==> src/segment_lcd_serial_writer_assert.svh <==
// Assertion macros for the segment LCD serial writer.
`ifndef SEGMENT_LCD_SERIAL_WRITER_ASSERT_SVH
`define SEGMENT_LCD_SERIAL_WRITER_ASSERT_SVH

// Same-cycle implication, checked on every clock outside reset.
`define SLCD_ASSERT_NOW(label, ante, cons) \
  label: assert property (@(posedge clk) disable iff (rst) (ante) |-> (cons)) \
    else $error("slcd assertion failed");

// Next-cycle implication, checked on every clock outside reset.
`define SLCD_ASSERT_NEXT(label, ante, cons) \
  label: assert property (@(posedge clk) disable iff (rst) (ante) |=> (cons)) \
    else $error("slcd assertion failed");

`endif

==> src/slcd_pkg.sv <==
// Shared types and constants for the segment LCD serial writer.
package slcd_pkg;

  localparam logic [1:0] CMD_BYTE  = 2'd0;
  localparam logic [1:0] CMD_ADDR  = 2'd1;
  localparam logic [1:0] CMD_DATA  = 2'd2;
  localparam logic [1:0] CMD_END   = 2'd3;

  localparam logic [2:0] ID_CMD    = 3'b100;
  localparam logic [2:0] ID_DATA   = 3'b101;

  localparam logic       KIND_BIT     = 1'b0;
  localparam logic       KIND_RELEASE = 1'b1;

  localparam int         WORD_W    = 12;
  localparam logic [3:0] CNT_HDR_CMD = 4'd12;
  localparam logic [3:0] CNT_CMD     = 4'd9;
  localparam logic [3:0] CNT_ADDR    = 4'd9;
  localparam logic [3:0] CNT_DATA    = 4'd8;

  typedef enum logic [1:0] {
    MODE_NONE = 2'd0,
    MODE_CMD  = 2'd1,
    MODE_DATA = 2'd2
  } mode_t;

  typedef struct packed {
    logic [1:0] cmd;
    logic [7:0] value;
  } req_t;

  typedef struct packed {
    logic event_kind;
    logic bit_value;
    logic last_of_run;
  } evt_t;

  typedef struct packed {
    logic              rel;
    logic [3:0]        count;
    logic [WORD_W-1:0] word;
  } job_t;

  typedef struct packed {
    logic full;
    logic empty;
  } q_stat_t;

endpackage

==> src/slcd_front.sv <==
// Front end: tracks the open frame and turns each request that yields beats into a job.
module slcd_front import slcd_pkg::*; (
  input  logic    clk,
  input  logic    rst,
  input  logic    req_valid,
  output logic    req_stall,
  input  req_t    req,
  input  q_stat_t q_stat,
  output logic    push,
  output job_t    job
);

  mode_t mode;
  mode_t mode_next;
  logic  take;

  assign req_stall = q_stat.full;
  assign take      = req_valid && !q_stat.full;
  assign push      = take && (job.rel || (job.count != 4'd0));

  always_comb begin
    mode_next = mode;
    case (req.cmd)
      CMD_BYTE: mode_next = MODE_CMD;
      CMD_ADDR: mode_next = MODE_DATA;
      CMD_DATA: begin
        if (mode != MODE_DATA) mode_next = MODE_NONE;
      end
      default:  mode_next = MODE_NONE;
    endcase
  end

  always_comb begin
    job = '0;
    case (req.cmd)
      CMD_BYTE: begin
        if (mode != MODE_CMD) begin
          job.rel   = (mode != MODE_NONE);
          job.word  = {ID_CMD, req.value, 1'b0};
          job.count = CNT_HDR_CMD;
        end else begin
          job.word  = {req.value, 1'b0, 3'b000};
          job.count = CNT_CMD;
        end
      end
      CMD_ADDR: begin
        job.rel   = (mode != MODE_NONE);
        job.word  = {ID_DATA, req.value[5:0], 3'b000};
        job.count = CNT_ADDR;
      end
      CMD_DATA: begin
        if (mode == MODE_DATA) begin
          job.word  = {req.value, 4'b0000};
          job.count = CNT_DATA;
        end else begin
          job.rel = (mode != MODE_NONE);
        end
      end
      default: job.rel = (mode != MODE_NONE);
    endcase
  end

  always_ff @(posedge clk) begin
    if (rst) begin
      mode <= MODE_NONE;
    end else if (take) begin
      mode <= mode_next;
    end
  end

endmodule

==> src/slcd_queue.sv <==
// Two-entry job queue between front and back.
module slcd_queue import slcd_pkg::*; (
  input  logic    clk,
  input  logic    rst,
  input  logic    push,
  input  job_t    push_job,
  input  logic    pop,
  output job_t    head,
  output q_stat_t stat
);

  job_t       mem [2];
  logic       wr_ptr;
  logic       rd_ptr;
  logic [1:0] fill;

  assign stat.full  = (fill == 2'd2);
  assign stat.empty = (fill == 2'd0);
  assign head       = mem[rd_ptr];

  always_ff @(posedge clk) begin
    if (push) begin
      mem[wr_ptr] <= push_job;
    end
  end

  always_ff @(posedge clk) begin
    if (rst) begin
      wr_ptr <= 1'b0;
      rd_ptr <= 1'b0;
      fill   <= 2'd0;
    end else begin
      if (push) wr_ptr <= ~wr_ptr;
      if (pop)  rd_ptr <= ~rd_ptr;
      case ({push, pop})
        2'b10:   fill <= fill + 2'd1;
        2'b01:   fill <= fill - 2'd1;
        default: fill <= fill;
      endcase
    end
  end

endmodule

==> src/slcd_back.sv <==
// Back end: shifts one job out as strobed bits and releases, one beat a cycle while evt_stall does not hold it.
module slcd_back import slcd_pkg::*; (
  input  logic    clk,
  input  logic    rst,
  input  job_t    head,
  input  q_stat_t q_stat,
  output logic    pop,
  output logic    busy,
  output logic    evt_valid,
  input  logic    evt_stall,
  output evt_t    evt
);

  logic              rel;
  logic [3:0]        cnt;
  logic [WORD_W-1:0] word;
  logic              adv;
  logic              last;

  assign adv  = busy && (!evt_valid || !evt_stall);
  assign last = rel ? (cnt == 4'd0) : (cnt == 4'd1);
  assign pop  = !q_stat.empty && (!busy || (adv && last));

  always_ff @(posedge clk) begin
    if (adv) begin
      evt.last_of_run <= last;
      if (rel) begin
        evt.event_kind <= KIND_RELEASE;
        evt.bit_value  <= 1'b0;
      end else begin
        evt.event_kind <= KIND_BIT;
        evt.bit_value  <= word[WORD_W-1];
      end
    end
    if (pop) begin
      rel  <= head.rel;
      cnt  <= head.count;
      word <= head.word;
    end else if (adv) begin
      if (rel) begin
        rel <= 1'b0;
      end else begin
        word <= {word[WORD_W-2:0], 1'b0};
        cnt  <= cnt - 4'd1;
      end
    end
  end

  always_ff @(posedge clk) begin
    if (rst) begin
      busy      <= 1'b0;
      evt_valid <= 1'b0;
    end else begin
      if (pop) begin
        busy <= 1'b1;
      end else if (adv && last) begin
        busy <= 1'b0;
      end
      if (adv) begin
        evt_valid <= 1'b1;
      end else if (!evt_stall) begin
        evt_valid <= 1'b0;
      end
    end
  end

endmodule

==> src/segment_lcd_serial_writer.sv <==
// Top level of the segment LCD serial writer: front end, job queue, back end.
//
// Each accepted request becomes zero to thirteen result beats (an optional
// chip-select release, then ID, address/command/data and pad bits). The back
// end's shift register sends one beat per cycle while the output does not
// stall, and consecutive jobs follow without a gap; requests that produce
// nothing push no job. A two-entry job queue decouples request intake from
// serialization: the request channel stalls only while that queue is full.
`include "segment_lcd_serial_writer_assert.svh"

module segment_lcd_serial_writer import slcd_pkg::*; (
  input  logic clk,
  input  logic rst,
  input  logic req_valid,
  output logic req_stall,
  input  req_t req,
  output logic evt_valid,
  input  logic evt_stall,
  output evt_t evt
);

  q_stat_t q_stat;
  logic    push;
  logic    pop;
  logic    busy;
  job_t    push_job;
  job_t    head;

  slcd_front u_front (
    .clk       (clk),
    .rst       (rst),
    .req_valid (req_valid),
    .req_stall (req_stall),
    .req       (req),
    .q_stat    (q_stat),
    .push      (push),
    .job       (push_job)
  );

  slcd_queue u_queue (
    .clk      (clk),
    .rst      (rst),
    .push     (push),
    .push_job (push_job),
    .pop      (pop),
    .head     (head),
    .stat     (q_stat)
  );

  slcd_back u_back (
    .clk       (clk),
    .rst       (rst),
    .head      (head),
    .q_stat    (q_stat),
    .pop       (pop),
    .busy      (busy),
    .evt_valid (evt_valid),
    .evt_stall (evt_stall),
    .evt       (evt)
  );

  `SLCD_ASSERT_NOW(a_q_full_not_empty, q_stat.full, !q_stat.empty)
  `SLCD_ASSERT_NOW(a_release_low, evt_valid && evt.event_kind, !evt.bit_value)
  `SLCD_ASSERT_NEXT(a_push_fills, push && !pop, !q_stat.empty)
  `SLCD_ASSERT_NEXT(a_pop_starts, pop, busy)

endmodule
==> config.mk <==
export PLATFORM = sky130hd
export DESIGN_NAME = segment_lcd_serial_writer
export DESIGN_NICKNAME = d
export VERILOG_FILES = /design/src/slcd_pkg.sv /design/src/slcd_front.sv /design/src/slcd_queue.sv /design/src/slcd_back.sv /design/src/segment_lcd_serial_writer.sv
export VERILOG_INCLUDE_DIRS = /design/src /design/src/src
export SDC_FILE = /design/constraint.sdc
export NUM_CORES = 1
export LEC_CHECK = 0
export BUFFER_PORTS_ARGS = -buffer_cell sky130_fd_sc_hd__buf_2
export CAP_MARGIN = 20
export CELL_PAD_IN_SITES_DETAIL_PLACEMENT = 1
export CELL_PAD_IN_SITES_GLOBAL_PLACEMENT = 1
export CORE_MARGIN = 2
export CORE_UTILIZATION = 37
export CTS_BUF_LIST = sky130_fd_sc_hd__clkbuf_8
export DETAILED_ROUTE_END_ITERATION = 6
export MAX_ROUTING_LAYER = met4
export PLACE_DENSITY = 0.66
export SLEW_MARGIN = 15
export SYNTH_ARGS = -nofsm -noshare
export SYNTH_HDL_FRONTEND = slang
export SYNTH_SLANG_ARGS = --single-unit
==> constraint.sdc <==
create_clock -name clk -period 1.91 [get_ports clk]
set_input_delay 0.191 -clock clk [delete_from_list [all_inputs] [get_ports clk]]
set_output_delay 0.191 -clock clk [all_outputs]
set_load 0.1 [all_outputs]
Word-level counts from Yosys, hierarchy flattened
Memory sizes are Yosys's and may differ from the RTL's. A register that Yosys moved wholly into a read port is not among the register bits.
Cells that the tools add are included.
{"block": "op_classes", "n_mux": 27, "n_addsub": 3, "n_bitwise": 2, "n_reduce_logical": 23, "eq_ne": 12}
{"operator": "case mux 16 bit (3 select lines)", "n": 1}
{"operator": "2-to-1 mux 12 bit", "n": 3}
{"operator": "2-to-1 mux 16 bit", "n": 1}
{"operator": "2-to-1 mux 15 bit", "n": 1}
{"operator": "2-to-1 mux 1 bit", "n": 13}
{"operator": "2-to-1 mux 4 bit", "n": 3}
{"operator": "equality test 2 bit, second input constant", "n": 4}
{"operator": "nonzero test 2 bit", "n": 4}
{"operator": "!= test 2 x 1 -> 1 bit, second input constant", "n": 3}
{"operator": "case mux 2 bit (3 select lines)", "n": 1}
{"operator": "logical AND 1 bit", "n": 5}
{"operator": "logical NOT 1 bit", "n": 5}
{"operator": "equality test 2 x 1 -> 1 bit, second input constant", "n": 2}
{"operator": "equality test 4 x 1 -> 1 bit, second input constant", "n": 1}
{"operator": "logical NOT 2 bit", "n": 2}
{"operator": "logical NOT 4 bit", "n": 1}
{"operator": "2-to-1 mux 2 bit", "n": 2}
{"operator": "!= test 2 bit, second input constant", "n": 2}
{"operator": "case mux 2 bit (2 select lines)", "n": 1}
{"operator": "AND reduction 2 bit", "n": 2}
{"operator": "nonzero test 4 bit", "n": 1}
{"operator": "subtractor 4 x 1 -> 4 bit, second input constant", "n": 1}
{"operator": "logical OR 1 bit", "n": 3}
{"operator": "adder 2 x 1 -> 2 bit, second input constant", "n": 1}
{"operator": "3 further kinds", "n": 4}
{"block": "word_totals", "mem_count": 1, "reg_bits": 28, "ramBits": 34}
{"name": "u_queue.mem", "words": 2, "word_bits": 17, "read_ports": 1, "rd_clocked_by_memory_dff": 1, "write_ports": 1, "line_no": "slcd_queue.sv:12", "source": "job_t mem [2];"}

Longest topological paths before layout
{"block": "logic_depth", "word_depth": 8, "mapped_depth": 10, "mapped_depth_nobuf": 10}

By module
From an unflattened synthesis, not the netlist that was laid out.
{"block": "unflattened", "hier_cells": 187, "area_unflattened_um2": 2849.0}
{"module": "slcd_queue", "instances": 1, "area_each_um2": 1427.6, "seq_area_each_um2": 1121.1, "cells_each": 75}
{"module": "slcd_back", "instances": 1, "area_each_um2": 1034.7, "seq_area_each_um2": 640.6, "cells_each": 64}
{"module": "slcd_front", "instances": 1, "area_each_um2": 386.6, "seq_area_each_um2": 40.0, "cells_each": 48}

Worst setup path after synthesis
No wires, ideal clock.
{"block": "synth_timing", "path_type": "register -> register", "startpoint": "register u_back.evt_valid", "endpoint": "register u_queue.fill[1]", "path_slack_ns": -0.467, "path_stages_with_launch": 8, "arrival_ns": 2.307, "path_cell_list": "dfxtp_1 -> a211o_1 -> o21ai_2 -> nand2_1 -> inv_1 -> ha_1 -> or3_1 -> a21oi_1"}
{"block": "synth_between", "elab_chain_cells": 8}
{"element": "from (decl)", "line_no": "slcd_back.sv:9", "source": "output logic evt_valid,"}
{"element": "from (signal assigned)", "line_no": "slcd_back.sv:52", "source": "evt_valid <= 1'b0;"}
{"element": "from (signal assigned)", "line_no": "slcd_back.sv:60", "source": "evt_valid <= 1'b1;"}
{"element": "from (signal assigned)", "line_no": "slcd_back.sv:62", "source": "evt_valid <= 1'b0;"}
{"element": "logical NOT 1 bit *", "line_no": "slcd_back.sv:20", "source": "assign adv = busy && (!evt_valid || !evt_stall);"}
{"element": "logical OR 1 bit *", "line_no": "slcd_back.sv:20"}
{"element": "logical AND 1 bit *", "line_no": "slcd_back.sv:20"}
{"element": "logical AND 1 bit *", "line_no": "slcd_back.sv:22", "source": "assign pop = !q_stat.empty && (!busy || (adv && last));"}
{"element": "logical OR 1 bit *", "line_no": "slcd_back.sv:22"}
{"element": "logical AND 1 bit *", "line_no": "slcd_back.sv:22"}
{"element": "net pop", "line_no": "segment_lcd_serial_writer.sv:24", "source": "logic pop;"}
{"element": "equality test 2 x 1 -> 1 bit / equality test 2 bit (equally long branches)", "line_no": "slcd_queue.sv:35", "source": "case ({push, pop})"}
{"element": "case mux 2 bit (2 select lines) / nonzero test 2 bit (equally long branches)"}
{"element": "to (signal assigned)", "line_no": "slcd_queue.sv:36", "source": "2'b10: fill <= fill + 2'd1;"}
{"element": "to (signal assigned)", "line_no": "slcd_queue.sv:37", "source": "2'b01: fill <= fill - 2'd1;"}
{"element": "to (signal assigned)", "line_no": "slcd_queue.sv:38", "source": "default: fill <= fill;"}
{"element": "to (decl)", "line_no": "slcd_queue.sv:15", "source": "logic [1:0] fill;"}
Mark *: on every way through the listed nets, which the timed path passes. The rest lies on a longest branch.
A chain may end at the register's enable or synchronous reset.

Worst setup path after layout
{"block": "layout_timing", "startpoint": "register u_back.cnt[0]", "endpoint": "register u_queue.fill[1]"}
{"block": "layout_between", "elab_chain_cells": 7}
{"element": "from (decl)", "line_no": "slcd_back.sv:15", "source": "logic [3:0] cnt;"}
{"element": "from (signal assigned)", "line_no": "slcd_back.sv:37", "source": "cnt <= head.count;"}
{"element": "from (signal assigned)", "line_no": "slcd_back.sv:44", "source": "cnt <= cnt - 4'd1;"}
{"element": "equality test 4 x 1 -> 1 bit / logical NOT 4 bit (equally long branches)", "line_no": "slcd_back.sv:21", "source": "assign last = rel ? (cnt == 4'd0) : (cnt == 4'd1);"}
{"element": "2-to-1 mux 1 bit *", "line_no": "slcd_back.sv:21"}
{"element": "logical AND 1 bit *", "line_no": "slcd_back.sv:22"}
{"element": "logical OR 1 bit *", "line_no": "slcd_back.sv:22"}
{"element": "logical AND 1 bit *", "line_no": "slcd_back.sv:22"}
{"element": "net pop", "line_no": "segment_lcd_serial_writer.sv:24"}
{"element": "equality test 2 x 1 -> 1 bit / equality test 2 bit (equally long branches)", "line_no": "slcd_queue.sv:35"}
{"element": "case mux 2 bit (2 select lines) / nonzero test 2 bit (equally long branches)"}
Marked as above.

==> results list <==
- Flip-flop and latch count after synthesis: 58
- Count of input and output buffers: 18
- Counting flops with an async set or reset pin after synthesis yields a share of 0%.
- The number of hold violations in the final report came to 0.
* RSZ-0062 raised after global routing: true
* Min Clock Period, post-route: 1.90 ns
- Of the total synthesized cell area, the portion taken by AND, OR, NAND and NOR gates is 7.70%.
* Xor/xnor cell area share of the yosys netlist: 1.73%
- Clock Pin Slew Worst Setup and Hold Paths: 0.07 ns
* Portion of total power attributed to sequential cells: 38.7%
- Top FF cell, synth: sky130_fd_sc_hd__edfxtp_1
- The cell that appears most often on the critical path is sky130_fd_sc_hd__inv_2.
* Initial cell density of the core: 37.7%
* Start point of the critical path: u_back.cnt[0]$_DFFE_PP_
- Following the worst setup path forward leads to its endpoint at u_queue.fill[1]$_SDFFE_PP0P_.
- Measured against its own limit, the worst slew margin works out to 67.3%.
* FMAX: 525 MHz
* List of cells traversed by the critical path: inv_2 > ha_2 > mux2i_4 > o21ai_2 > nand2_2 > inv_2 > ha_4 > or3_1 > a21oi_2
- Total number of yosys warnings: 0
- Number of sinks handled by clock tree synthesis: 58
* R2R Path Start: u_back.cnt[0]$_DFFE_PP_
- Cell count after synthesis: 197
* Drt first pass iters: 4
- Entering global routing, the biggest net connects 16 pins.
- Routed length per instance: 16.3 um
* Clk_lat worst skew: 0.34 ns
* Stage delay of the slowest cell on the critical path: 0.43 ns
* Residual overflow from global routing: 0
* Final cell area excluding filler cells: 3140 sq um
* HPWL after DPL: 3.57 mm
- The via count of the first global-routing pass was 1,727.
* Net switching power figure: 1.93 mW
- In this run the remaining antenna-violating nets after routing total 0.
* Part of the power in combinational logic: 37.5%
* Switching power share of the total: 36.1%
- In the routed layout, each cell is associated on average with a via count of 5.13.
- Final Max Tran Viols: 0
- TritonCTS built the clock tree.
- Synth Area in Adders: 1.97%
* Slack of the worst reg-to-reg path: 0.006 ns
- RD Place Congestion: 0.741
* Type of origin of the critical path: register
- The clock network burns 23.7% of the power.
- Total power per unit cell area: 1710 nW/um^2
* Residual DRC count: 0
* Post-synthesis net count: 215
- Floorplan row count: 30
- The first routing iteration left 45 violations.
- Antenna violations before repair: 0
- First-pass GRT wire length: 8.41 mm
- TritonCTS created 9 clock buffers.
- Global routing consumed, over all layers together, 15.5% of the routing resources.
- For this design, the CTS-stage hold fixing added 0 buffers.
* Post-layout net count: 256
* Worst hold path startpoint: evt_stall
- Among all stages on the critical path, the largest delay is contributed by sky130_fd_sc_hd__edfxtp_1.
- The worst setup path is of the reg2reg kind.
- Proportion of layout cells with a drive suffix above 1: 29.2%
- Number of cell instances on the worst register-to-register path: 9
- Clock skew on the completed layout was measured at 0.00476 ns.
- Peak supply drop: 0.403 mV
- The number of antenna diodes in the final layout is 0.
- Dividing the final minimum period by the clock period gives 99.7%.
- Class of the worst hold path: in2reg
- No sink is reached through more buffers than the 2 on the longest clock path.
- Dividing the synthesized area by the synthesized cell count gives 12.9 sq um.
* Final core utilization: 46.8%
* Chip Width: 86.8 um
- Arrival time of the worst setup path: 2.18 ns
* Slew at the pin closest to its max-slew limit: 0.489 ns
- R2R Path End: u_queue.fill[1]$_SDFFE_PP0P_
- The area growth from synthesis to layout is 23.9%.
* Number of ports placed on the die boundary: 19
* Count of flip-flops with a built-in enable after synthesis: 49
- The synthesized netlist devotes 13.9% of its cell area to compound gates.
- Number of unique standard cell types used by synthesis: 36
* Die Footprint: 7530 sq um
- Critical path fanouts, max: 3
- By area, the combinational part of the netlist is dominated by compound AO/OA/AOI/OAI gates.
- Leak Pwr: 1.18 nW
- Syn Std Cell Area: 2540 sq um
* Post-Route WL: 5.27 mm
- Core Region: 6720 sq um
* Status: completed
- Setup violations remaining at the end of the flow were counted as 0.
* CTS root buffer: sky130_fd_sc_hd__clkbuf_8
- Total design power: 5.36 mW
- Of the post-synthesis cell area, the part taken by muxes is 7.10%.
- Cell area after placement: 2850 sq um
- In this run the vertical extent of the chip is 86.8 um.
- Final Non-Filler Cells: 323
- Critical path required time: 2.19 ns
* Max Cap Viol: 0
* H-tree levels: 3
- For the final routed database, the setup TNS stands at 0 ns.
- Across all layers, the routed design uses 1,657 vias.
- In this run, placement finished with an instance count of 302.
- The worst setup path is captured at a register.
* Sequential-to-total area share from yosys stat: 65.1%
- Internal power contribution: 3.43 mW
==> area by class of cell <==
type | instances | area (sq um)
Inverter | 7 | 26.3
Fill cell | 713 | 3580
Clock inverter | 7 | 103
Sequential cell | 58 | 1660
Timing Repair Buffer | 38 | 265
Tap cell | 80 | 100
Multi-Input combinational cell | 124 | 868
Clock buffer | 9 | 124
==> worst max-delay path, delay by kind of cell (launching register included) <==
kind,cells,cell delay [ns]
AOI/OAI and AO/OA,2,0.29
adders and majority gates,2,0.41
muxes,1,0.08
DFF,1,0.43
buffers and inverters,2,0.17
and+or+nand+nor,2,0.46
==> power by group through the flow <==
stage	Clock, mW	Combinational, mW	Sequential (mW)
finish	1.27	2.01	2.08
global route	1.34	2.22	2.12
CTS	1.29	1.93	2.07
detailed placement	0	1.84	2.09
global placement	0	1.80	2.07
floorplan	0	1.07	2.27
==> cell usage after synthesis (all sizes together), types with 4 or more instances <==
cell type	count	area, sq um
ha	4	50.1
a22o	5	43.8
edfxtp	49	1470
dfxtp	9	180
buf	5	25.0
nand2b	4	25.0
nor3	4	25.0
nor2	16	60.1
o21ai	26	134
mux2i	18	180
a21oi	12	60.1
a21o	5	37.5
inv	7	26.3
nand2	4	15.0
==> flip-flops by register name, indices dropped and copies added (netlist names), named ones only <==
register and flops:
u_queue.mem 30, u_back.word 11, u_back.cnt 4, u_back.evt 3, u_front.mode 2, u_queue.fill 2, u_back.busy 1, u_back.evt_valid 1
u_back.rel 1, u_queue.rd_ptr 1, u_queue.wr_ptr 1
==> cells by family after synthesis <==
group | count (synthesis)
compound gates | 58
xor+xnor | 5
fa+ha+maj | 4
buf+inv | 15
flops | 58
mux | 18
simple gates | 39
==> worst min-delay path by stage <==
stage | to | slack [ns] | depth (start not counted)
after floorplan | u_back.evt_valid$_SDFFE_PP0P_ | 0.33 | 2
after global placement | u_front.mode[1]$_SDFFE_PP0P_ | 0.48 | 3
after detailed placement | u_back.evt_valid$_SDFFE_PP0P_ | 0.48 | 3
after CTS | u_back.evt_valid$_SDFFE_PP0P_ | 0.12 | 3
after global routing | u_back.evt_valid$_SDFFE_PP0P_ | 0.15 | 3
final | u_back.evt_valid$_SDFFE_PP0P_ | 0.13 | 3
==> per-stage QoR <==
step                setup slack (ns)  hold slack [ns]
finish                       0.00646            0.132
detailed placement           -0.0218            0.478
global placement              0.0655            0.478
floorplan                    0.00183            0.334
global route                 -0.0946            0.149
CTS                         -0.00512            0.125
==> layer usage <==
layer | up-vias | track usage (%) | wire length [um]
met5 | - | - | 0
met4 | 0 | 6.82 | 70
met3 | 5 | 4.00 | 170
met2 | 22 | 23.3 | 2520
met1 | 815 | 19.7 | 2510
li1 | 815 | - | -
==> repair_timing <==
action / 4_1_cts / 5_1_grt
setup buffers: 3 / 2
endpoints found under the setup margin: 1 / 7
pin swaps: 2 / 2
endpoints found under the hold margin: 0 / 0
gates resized for setup: 3 / 7
==> layout by cell type, fill, tap and decap left out, types with 3 or more instances in the layout <==
cell	instances
sky130_fd_sc_hd__buf_4	18
sky130_fd_sc_hd__buf_2	18
sky130_fd_sc_hd__xnor2_1	3
sky130_fd_sc_hd__clkbuf_8	9
sky130_fd_sc_hd__nor3_1	3
sky130_fd_sc_hd__clkinv_4	3
sky130_fd_sc_hd__dfxtp_1	8
sky130_fd_sc_hd__nand2b_1	4
sky130_fd_sc_hd__a21oi_1	11
sky130_fd_sc_hd__mux2i_1	17
sky130_fd_sc_hd__inv_2	3
sky130_fd_sc_hd__a22o_1	5
sky130_fd_sc_hd__o21ai_0	23
sky130_fd_sc_hd__nor2_1	16
sky130_fd_sc_hd__inv_1	4
sky130_fd_sc_hd__edfxtp_1	49
sky130_fd_sc_hd__a21o_1	5
Note: power is estimated with default switching activity, not from simulation.
